File: src/design/arcsin_arccos_poly_sqrt_approx_assert.svh
// Assertion macros for the arcsine/arccosine approximation pipeline.
// Included by the top level; needs nothing else.
`ifndef ARCSIN_ARCCOS_POLY_SQRT_APPROX_ASSERT_SVH
`define ARCSIN_ARCCOS_POLY_SQRT_APPROX_ASSERT_SVH

// The consequent must hold in the same cycle as the antecedent.
`define ASAC_ASSERT_IMP(name, clk, rstn, ante, cons, msg) \
  name: assert property (@(posedge clk) disable iff (!rstn) (ante) |-> (cons)) else $error(msg);

// The consequent must hold in the cycle after the antecedent.
`define ASAC_ASSERT_NXT(name, clk, rstn, ante, cons, msg) \
  name: assert property (@(posedge clk) disable iff (!rstn) (ante) |=> (cons)) else $error(msg);

`endif

File: src/design/asac_pkg.sv
// Constants, types and the square-root digit step for the arcsine/arccosine pipeline.
// Stands alone; used by arcsin_arccos_poly_sqrt_approx.
`default_nettype none

package asac_pkg;

  typedef enum logic {
    REQ_ACOS = 1'b0,
    REQ_ASIN = 1'b1
  } req_e;

  localparam logic [14:0] ONE_Q14 = 15'd16384;

  // Polynomial coefficients in Q.16, rounded to nearest.
  localparam logic [10:0] COEF3 = 11'd1227;
  localparam logic [12:0] COEF2 = 13'd4867;
  localparam logic [13:0] COEF1 = 14'd13901;
  localparam logic [16:0] COEF0 = 17'd102939;

  localparam logic signed [15:0] PI_Q13      = 16'sd25736;
  localparam logic signed [15:0] HALF_PI_Q13 = 16'sd12868;

  localparam int unsigned ROOT_STEPS    = 15;
  localparam int unsigned STEPS_PER_STG = 3;

  typedef struct packed {
    logic [28:0] rem;
    logic [28:0] res;
  } root_t;

  typedef struct packed {
    req_e sel;
    logic neg;
  } tag_t;

  // One digit of the bitwise square root; step k tests the bit 2^(28-2k).
  function automatic root_t root_step(input root_t cur, input int unsigned k);
    logic [28:0] bitv;
    logic [29:0] trial;
    root_t       nxt;
    bitv  = 29'(1) << (28 - 2 * k);
    trial = {1'b0, cur.res} + {1'b0, bitv};
    if ({1'b0, cur.rem} >= trial) begin
      nxt.rem = cur.rem - trial[28:0];
      nxt.res = (cur.res >> 1) + bitv;
    end else begin
      nxt.rem = cur.rem;
      nxt.res = cur.res >> 1;
    end
    return nxt;
  endfunction

endpackage

`default_nettype wire

File: src/design/arcsin_arccos_poly_sqrt_approx.sv
// An accepted request moves through the stage registers in order and ends in the output register.
// Throughput: one request per cycle while the output is not stalled; the five 3-digit root stages set the depth.
// Each stage holds its data while the next one is full and held, and bubbles close up.
// Reset (rst_ni low, asynchronous) empties every stage; no state outlives a request.
// Depends on asac_pkg and the assertion macro header.
`default_nettype none

`include "arcsin_arccos_poly_sqrt_approx_assert.svh"

module arcsin_arccos_poly_sqrt_approx
  import asac_pkg::*;
(
  input  wire logic        clk_i,
  input  wire logic        rst_ni,
  input  wire logic        s_axis_tvalid,
  output logic             s_axis_tready,
  input  wire logic [15:0] s_axis_tdata,  // [15:0] x_value
  input  wire logic        s_axis_tuser,  // [0] req_type
  output logic             m_axis_tvalid,
  input  wire logic        m_axis_tready,
  output logic [15:0]      m_axis_tdata   // [15:0] angle
);

  localparam int unsigned NSTG = 8;

  logic [NSTG-1:0] valid_q;
  logic [NSTG-1:0] en;

  // A stage may load when it is empty or its content moves on.
  always_comb begin
    en[NSTG-1] = !valid_q[NSTG-1] || m_axis_tready;
    for (int k = NSTG - 2; k >= 0; k--) begin
      en[k] = !valid_q[k] || en[k+1];
    end
  end

  assign s_axis_tready = en[0];

  always_ff @(posedge clk_i or negedge rst_ni) begin
    if (!rst_ni) begin
      valid_q <= '0;
    end else begin
      if (en[0]) valid_q[0] <= s_axis_tvalid;
      for (int k = 1; k < NSTG; k++) begin
        if (en[k]) valid_q[k] <= valid_q[k-1];
      end
    end
  end

  // Stage 1: magnitude, saturation to one, radicand.
  logic        in_neg;
  logic [16:0] in_mag;
  logic [14:0] in_a;
  tag_t        s1_tag_q;
  logic [14:0] s1_a_q;
  root_t       s1_root_q;

  assign in_neg = s_axis_tdata[15];
  assign in_mag = in_neg ? (17'h10000 - {1'b0, s_axis_tdata}) : {1'b0, s_axis_tdata};
  assign in_a   = (in_mag > {2'b00, ONE_Q14}) ? ONE_Q14 : in_mag[14:0];

  always_ff @(posedge clk_i) begin
    if (en[0] && s_axis_tvalid) begin
      s1_tag_q      <= '{sel: req_e'(s_axis_tuser), neg: in_neg};
      s1_a_q        <= in_a;
      s1_root_q.rem <= {ONE_Q14 - in_a, 14'd0};
      s1_root_q.res <= '0;
    end
  end

  // Stage 2: root digits 0..2, first Horner product.
  root_t       s2_root_d;
  tag_t        s2_tag_q;
  logic [14:0] s2_a_q;
  root_t       s2_root_q;
  logic [25:0] s2_p1_q;

  always_comb begin
    s2_root_d = s1_root_q;
    for (int unsigned k = 0; k < STEPS_PER_STG; k++) begin
      s2_root_d = root_step(s2_root_d, k);
    end
  end

  always_ff @(posedge clk_i) begin
    if (en[1] && valid_q[0]) begin
      s2_tag_q  <= s1_tag_q;
      s2_a_q    <= s1_a_q;
      s2_root_q <= s2_root_d;
      s2_p1_q   <= 26'(COEF3) * 26'(s1_a_q);
    end
  end

  // Stage 3: root digits 3..5, h1 and its product with a.
  root_t       s3_root_d;
  logic [10:0] s3_rnd;
  logic [12:0] s3_h1;
  tag_t        s3_tag_q;
  logic [14:0] s3_a_q;
  root_t       s3_root_q;
  logic [27:0] s3_p2_q;

  always_comb begin
    s3_root_d = s2_root_q;
    for (int unsigned k = STEPS_PER_STG; k < 2 * STEPS_PER_STG; k++) begin
      s3_root_d = root_step(s3_root_d, k);
    end
  end

  assign s3_rnd = 11'((27'(s2_p1_q) + 27'd8192) >> 14);
  assign s3_h1  = COEF2 - 13'(s3_rnd);

  always_ff @(posedge clk_i) begin
    if (en[2] && valid_q[1]) begin
      s3_tag_q  <= s2_tag_q;
      s3_a_q    <= s2_a_q;
      s3_root_q <= s3_root_d;
      s3_p2_q   <= 28'(s3_h1) * 28'(s2_a_q);
    end
  end

  // Stage 4: root digits 6..8, h2 and its product with a.
  root_t       s4_root_d;
  logic [12:0] s4_rnd;
  logic [13:0] s4_h2;
  tag_t        s4_tag_q;
  root_t       s4_root_q;
  logic [28:0] s4_p3_q;

  always_comb begin
    s4_root_d = s3_root_q;
    for (int unsigned k = 2 * STEPS_PER_STG; k < 3 * STEPS_PER_STG; k++) begin
      s4_root_d = root_step(s4_root_d, k);
    end
  end

  assign s4_rnd = 13'((29'(s3_p2_q) + 29'd8192) >> 14);
  assign s4_h2  = COEF1 - 14'(s4_rnd);

  always_ff @(posedge clk_i) begin
    if (en[3] && valid_q[2]) begin
      s4_tag_q  <= s3_tag_q;
      s4_root_q <= s4_root_d;
      s4_p3_q   <= 29'(s4_h2) * 29'(s3_a_q);
    end
  end

  // Stage 5: root digits 9..11, h3.
  root_t       s5_root_d;
  logic [13:0] s5_rnd;
  tag_t        s5_tag_q;
  root_t       s5_root_q;
  logic [16:0] s5_h3_q;

  always_comb begin
    s5_root_d = s4_root_q;
    for (int unsigned k = 3 * STEPS_PER_STG; k < 4 * STEPS_PER_STG; k++) begin
      s5_root_d = root_step(s5_root_d, k);
    end
  end

  assign s5_rnd = 14'((30'(s4_p3_q) + 30'd8192) >> 14);

  always_ff @(posedge clk_i) begin
    if (en[4] && valid_q[3]) begin
      s5_tag_q  <= s4_tag_q;
      s5_root_q <= s5_root_d;
      s5_h3_q   <= COEF0 - 17'(s5_rnd);
    end
  end

  // Stage 6: last root digits; the root is at most 1.0 and fits in 15 bits.
  root_t       s6_root_d;
  tag_t        s6_tag_q;
  logic [14:0] s6_s_q;
  logic [16:0] s6_h3_q;

  always_comb begin
    s6_root_d = s5_root_q;
    for (int unsigned k = 4 * STEPS_PER_STG; k < ROOT_STEPS; k++) begin
      s6_root_d = root_step(s6_root_d, k);
    end
  end

  always_ff @(posedge clk_i) begin
    if (en[5] && valid_q[4]) begin
      s6_tag_q <= s5_tag_q;
      s6_s_q   <= s6_root_d.res[14:0];
      s6_h3_q  <= s5_h3_q;
    end
  end

  // Stage 7: root times polynomial.
  tag_t        s7_tag_q;
  logic [31:0] s7_prod_q;

  always_ff @(posedge clk_i) begin
    if (en[6] && valid_q[5]) begin
      s7_tag_q  <= s6_tag_q;
      s7_prod_q <= 32'(s6_s_q) * 32'(s6_h3_q);
    end
  end

  // Stage 8: round to Q3.13 and fold into the requested quadrant.
  logic [14:0]        s8_t;
  logic signed [15:0] s8_ts;
  logic signed [15:0] s8_angle_d;
  logic signed [15:0] s8_angle_q;

  assign s8_t  = 15'((33'(s7_prod_q) + 33'd65536) >> 17);
  assign s8_ts = signed'({1'b0, s8_t});

  always_comb begin
    case (s7_tag_q.sel)
      REQ_ACOS: s8_angle_d = s7_tag_q.neg ? (PI_Q13 - s8_ts) : s8_ts;
      REQ_ASIN: s8_angle_d = s7_tag_q.neg ? (s8_ts - HALF_PI_Q13) : (HALF_PI_Q13 - s8_ts);
      default:  s8_angle_d = s8_ts;
    endcase
  end

  always_ff @(posedge clk_i) begin
    if (en[7] && valid_q[6]) begin
      s8_angle_q <= s8_angle_d;
    end
  end

  assign m_axis_tvalid = valid_q[NSTG-1];
  assign m_axis_tdata  = s8_angle_q;

  // An empty output register means the whole pipeline can move.
  `ASAC_ASSERT_IMP(a_ready_when_out_empty, clk_i, rst_ni, !valid_q[NSTG-1], s_axis_tready, "input stalled while output register empty")

  // The cubic stays between 89038 and its value at zero.
  `ASAC_ASSERT_IMP(a_h3_range, clk_i, rst_ni, valid_q[4], (s5_h3_q >= 17'd89038) && (s5_h3_q <= COEF0), "polynomial value out of range")

  // The root of a Q0.14 value never exceeds one.
  `ASAC_ASSERT_IMP(a_root_range, clk_i, rst_ni, valid_q[5], s6_s_q <= ONE_Q14, "square root above one")

  // A freshly loaded result lies between minus pi/2 and pi.
  `ASAC_ASSERT_NXT(a_angle_range, clk_i, rst_ni, valid_q[6] && en[7], ($signed(m_axis_tdata) >= -16'sd12868) && ($signed(m_axis_tdata) <= PI_Q13), "angle out of range")

endmodule

`default_nettype wire

File: config.mk
export PLATFORM = sky130hd
export DESIGN_NAME = arcsin_arccos_poly_sqrt_approx
export DESIGN_NICKNAME = d
export VERILOG_FILES = /design/src/design/asac_pkg.sv /design/src/design/arcsin_arccos_poly_sqrt_approx.sv
export VERILOG_INCLUDE_DIRS = /design/src /design/src/design
export SDC_FILE = /design/constraint.sdc
export NUM_CORES = 2
export LEC_CHECK = 0
export BUFFER_PORTS_ARGS = -buffer_cell sky130_fd_sc_hd__buf_2
export CAP_MARGIN = 25
export CORE_UTILIZATION = 50
export CTS_BUF_LIST = sky130_fd_sc_hd__clkbuf_4 sky130_fd_sc_hd__clkbuf_8 sky130_fd_sc_hd__clkbuf_16
export CTS_CLUSTER_DIAMETER = 120
export CTS_CLUSTER_SIZE = 14
export DETAILED_ROUTE_END_ITERATION = 10
export PLACE_DENSITY = 0.68
export SLEW_MARGIN = 20
export SYNTH_ARGS = -nofsm -noshare
export SYNTH_HDL_FRONTEND = slang
export SYNTH_SLANG_ARGS = --single-unit
File: constraint.sdc
create_clock -name clk_i -period 7.96 [get_ports clk_i]
set_input_delay 0.398 -clock clk_i [delete_from_list [all_inputs] [get_ports clk_i]]
set_output_delay 0.398 -clock clk_i [all_outputs]
set_load 0.02 [all_outputs]
# Yosys cells after proc, flatten, opt, wreduce, memory -nomap -nowiden
# Index checks and enable logic that the tools add are counted.
# totals
register_bits,491
output_inout_bits,18
elab_cells,165
# op_classes
n_addsub,54
mul,4
n_lt_le_gt_ge,16
muxes,20
n_bitwise,1
n_reduce_logical,24
# op_table
op,n
58-bit 2-to-1 mux,14
29-bit by 30-bit >= comparator with 1-bit output,14
29-bit subtractor,13
32-bit by 17-bit adder with 32-bit output (second input constant),1
15-bit by 17-bit multiplier with 32-bit output,1
16-bit 2-to-1 mux,2
16-bit one-hot mux with 2 select lines,1
29-bit by 1-bit adder with 30-bit output (second input constant),1
29-bit by 11-bit adder with 30-bit output (second input constant),1
29-bit by 13-bit adder with 30-bit output (second input constant),1
29-bit by 15-bit adder with 30-bit output (second input constant),1
29-bit by 17-bit adder with 30-bit output (second input constant),1
29-bit by 19-bit adder with 30-bit output (second input constant),1
29-bit by 21-bit adder with 30-bit output (second input constant),1
29-bit by 23-bit adder with 30-bit output (second input constant),1
29-bit by 25-bit adder with 30-bit output (second input constant),1
29-bit by 27-bit adder with 30-bit output (second input constant),1
29-bit by 3-bit adder with 30-bit output (second input constant),1
29-bit by 5-bit adder with 30-bit output (second input constant),1
29-bit by 7-bit adder with 30-bit output (second input constant),1
29-bit by 9-bit adder with 30-bit output (second input constant),1
15-bit 2-to-1 mux,2
28-bit by 11-bit adder with 29-bit output (second input constant),1
28-bit by 13-bit adder with 29-bit output (second input constant),1
other kinds (34),55

# Logic depth before layout (Yosys ltp)
# depth
depth_word,10
ltp_mapped,36
depth_no_buf,34

# Worst setup path before layout
# No wires, ideal clock.
# synth_path
path_type,register -> register
from,register s3_p2_q[15]
to,"register s4_p3_q[27], data pin"
t_arrival_ns,8.533
required_time_ns,7.701
setup_slack_ns,-0.833
stages_incl_launch_ff,34
n_path_buf,1
period_less_slack_ns,8.793
path_cell_list,edfxtp_1 and3_1 nor2b_1 or3_1 a32oi_1 o22ai_1 a221oi_1 a21o_1 a21oi_1 o21ai_0 xor2_1 clkbuf_1 nand2_1 fa_1 fa_1 inv_1 fa_1 fa_1 fa_1 inv_1 fa_1 inv_1 ha_1 nand2_1 or3_1 o221a_2 a2111oi_0 nor2_1 a21oi_1 a41o_1 o21ai_0 nand2b_1 a21oi_1 xnor2_1
# synth_between
elab_chain_cells,3
# synth_rtl
item,line_no,source
from (decl),arcsin_arccos_poly_sqrt_approx.sv:101,logic [27:0] s3_p2_q;
from (signal assigned),arcsin_arccos_poly_sqrt_approx.sv:118,s3_p2_q <= 28'(s3_h1) * 28'(s2_a_q);
27-bit by 14-bit adder with 27-bit output,arcsin_arccos_poly_sqrt_approx.sv:137,assign s4_rnd = 13'((29'(s3_p2_q) + 29'd8192) >> 14);
14-bit by 13-bit subtractor with 14-bit output,arcsin_arccos_poly_sqrt_approx.sv:138,assign s4_h2 = COEF1 - 14'(s4_rnd);
14-bit by 15-bit multiplier with 28-bit output,arcsin_arccos_poly_sqrt_approx.sv:144,s4_p3_q <= 29'(s4_h2) * 29'(s3_a_q);
to (signal assigned),arcsin_arccos_poly_sqrt_approx.sv:144,
to (decl),arcsin_arccos_poly_sqrt_approx.sv:128,logic [28:0] s4_p3_q;
# No other way between the ends.
# A chain may end at the register's enable or synchronous reset.

# Worst setup path in the final report
# layout_path
from,register s3_p2_q[13]
to,"register s4_p3_q[27], data pin"
# Same word-level chain as after synthesis.

==> metrics.cfg <==
[clock_tree]
clk_path_buf_depth = 3
cts.sinks = 297
cts_tree = built
h-tree-depth = 1
clk_latency_ps = 590
cts_root_buffer = clkbuf_16
cts_buffers = 25
path_clk_slew_ps = 70

[logic_synthesis]
synth.distinct_cells = 97
ys_warn_count = 0
ys_seq_elements = 297
syn_nets = 5441
syn_area_per_cell_um2 = 9.47
ys.flop_type = edfxtp_1
synth_edf_count = 289
async_reset_ff_share_pct = 2.69
syn_inst = 4430
seq_area_frac_synth_pct = 21.2
synth_area_mm2 = 0.0420

[global_routing]
grt.overflow.total = 0
grt_max_degree = 53
grt_pass1_vias = 30447
grtUsageTotal_pct = 21.5
grt_pass1_wl_um = 152000
antenna_found_initial = 0

[cells_and_area]
final_cell_mix = 718 x inv_1, 556 x nand2_1, 531 x fa_1
diodes = 0
fin_util_pct = 54.6
nNetsFinal = 5485
layout_commonest_cell = inv_1
drive_above_1_share_pct = 7.34
synthToLayoutAreaGrowth_pct = 7.30
fin_cells = 5563

[timing]
slew_headroom_pct = 31.1
fin_worst_skew_ps = 37.0
setup_violations = 0
worst_slew_pin_slew_ps = 1030
finalCritPeriodShare_pct = 99.3
layout_setup_ws_ps = 59.2
fin_crit_ps = 7900
maxSlewViolCount = 0
finalHoldViolCount = 0
fmax_ghz = 0.127
rsz0062_at_grt = true

[route]
vias = 30016
vias_per_cell = 5.40
firstDrtPassIters = 5
drt_iter0_drc = 1506
drc_errors = 0
wl_um = 89900
antenna_left = 0
wire_per_inst_um = 16.2

[placement]
io_buffers = 38
place_hpwl_um = 73300
dpl_worst_slack_ps = -76.2
dp.cells = 5499
place_congestion = 0.848

[critical_path]
crit_slowest_cell = fa_1
cp_data_arrival_time_ps = 8210
worstPathMaxFanout = 4
crit_type = register to register
cp.required_ps = 8270
end_kind = register
start_kind = register
slowest_delay_ps = 540
cpMostUsedCell = fa_1

[floorplan]
die-height_um = 292
start_util_pct = 50.8
row_count = 105
core-area_mm2 = 0.0825
die_width_um = 292
die_area_mm2 = 0.0851
pin_count = 39

[run_status]
outcome = complete, no violations

[min_path]
hp-class = primary input to register

[job]
maxCapViolCount = 0

## synth_stat cells, drive strengths merged, types with 8 or more instances
cell type / count / share of area, %
inv: 724 / 6.5
nand2: 560 / 5.0
fa: 531 / 25
ha: 459 / 14
edfxtp: 289 / 21
and2: 255 / 3.8
nor2: 222 / 2.0
xnor2: 170 / 3.5
a21oi: 140 / 1.7
clkbuf: 120 / 1.1
o21ai: 108 / 1.3
xor2: 96 / 2.0
nand3: 78 / 0.93
nor3: 65 / 0.78
nor2b: 53 / 0.79
nand2b: 42 / 0.63
a21o: 39 / 0.70
o21a: 36 / 0.64
and3: 34 / 0.51
mux2: 32 / 0.87
a31oi: 23 / 0.34
o31ai: 23 / 0.42
a211oi: 21 / 0.41
o21bai: 20 / 0.36
nand4: 19 / 0.28
nor4: 19 / 0.35
or2: 18 / 0.27
or3: 17 / 0.25
buf: 15 / 0.17
mux2i: 14 / 0.33
o211ai: 11 / 0.23
a21boi: 10 / 0.18
nand3b: 10 / 0.21
a22oi: 8 / 0.14
and4: 8 / 0.17
dfrtp: 8 / 0.48
## flip-flops by register name, summed over array words and instances (netlist names), 8 cells and up
| name | count |
|---|---|
| m_axis_tdata | 16 |
| s1_a_q | 15 |
| s1_root_q | 14 |
| s2_a_q | 15 |
| s2_p1_q | 12 |
| s2_root_q | 17 |
| s3_a_q | 15 |
| s3_p2_q | 14 |
| s3_root_q | 20 |
| s4_p3_q | 15 |
| s4_root_q | 25 |
| s5_h3_q | 16 |
| s5_root_q | 34 |
| s6_h3_q | 16 |
| s6_s_q | 15 |
| s7_prod_q | 16 |
| valid_q | 8 |
## metal layers
layer  track usage [%]  wire length, um  vias to the layer above
met5                 0                0                        -
met4              4.74             1950                        0
met3              2.34             3790                      110
met2              36.4            42900                      598
met1              29.8            41300                    14766
li1                  -                -                    14542
## timing repair
item / 4_1_cts / 5_1_grt
hold endpoints to repair: 9 / 0
endpoints found under the setup margin: 2 / 36
gates resized for setup: 2 / 43
hold buffers: 2 / 0
pin swaps: 2 / 14
setup buffers: 1 / 14
## cell families (layout without fill, tap and decap cells)
group	count (synthesis)	after routing	synth area share, %
XOR/XNOR	266	266	5.55
AO/OA/AOI/OAI	539	539	8.60
flip-flops	297	297	21.2
adder cells (fa/ha/maj)	990	990	39.0
buffers and inverters	860	923	7.74
AND/OR/NAND/NOR	1432	1432	16.7
multiplexers	46	46	1.20
## per-stage QoR
step                      hold slack, ps  area [um^2]  setup TNS, ps
after global placement               313        43800          -5.94
after floorplan                      102        42100          -8.77
after global routing                64.7        45000           -685
final                               84.2        45000              0
after CTS                           40.2        44700              0
after detailed placement             310        43800           -151
## critical path: cells and delay by family, from the launching register on
kind / cells / cell delay, ps
fa+ha+maj: 7 / 3220
compound gates: 12 / 2150
simple gates: 8 / 1250
flops: 1 / 480
buf+inv: 4 / 280
xor+xnor: 2 / 270
## path summary, 6_finish.rpt
check                                      start                endpoint  slack [ps]  depth (start not counted)
setup / recovery           s3_p2_q[13]$_DFFE_PP_   s4_p3_q[27]$_DFFE_PP_          60                         33
hold / removal                     s_axis_tvalid  valid_q[0]$_DFFE_PN0N_          80                          2
setup reg to reg           s3_p2_q[13]$_DFFE_PP_   s4_p3_q[27]$_DFFE_PP_          60                         33
hold reg to reg            s1_tag_q[0]$_DFFE_PP_   s2_tag_q[0]$_DFFE_PP_         420                          0
max in group asynchronous                 rst_ni  valid_q[6]$_DFFE_PN0P_        7460                          2
min in group asynchronous                 rst_ni  valid_q[7]$_DFFE_PN0P_         220                          2
## layout make-up
type	instances	area [um^2]
Clock buffer	43	761
Tap cell	1070	1340
Clock inverter	3	47.5
Fill cell	7442	37500
Inverter	725	2730
Timing Repair Buffer	152	1110
Sequential cell	297	8880
Multi-Input combinational cell	3273	30200
Power is not shown: default switching activity piles up to over one toggle a cycle in this logic, so the estimate is an artifact.
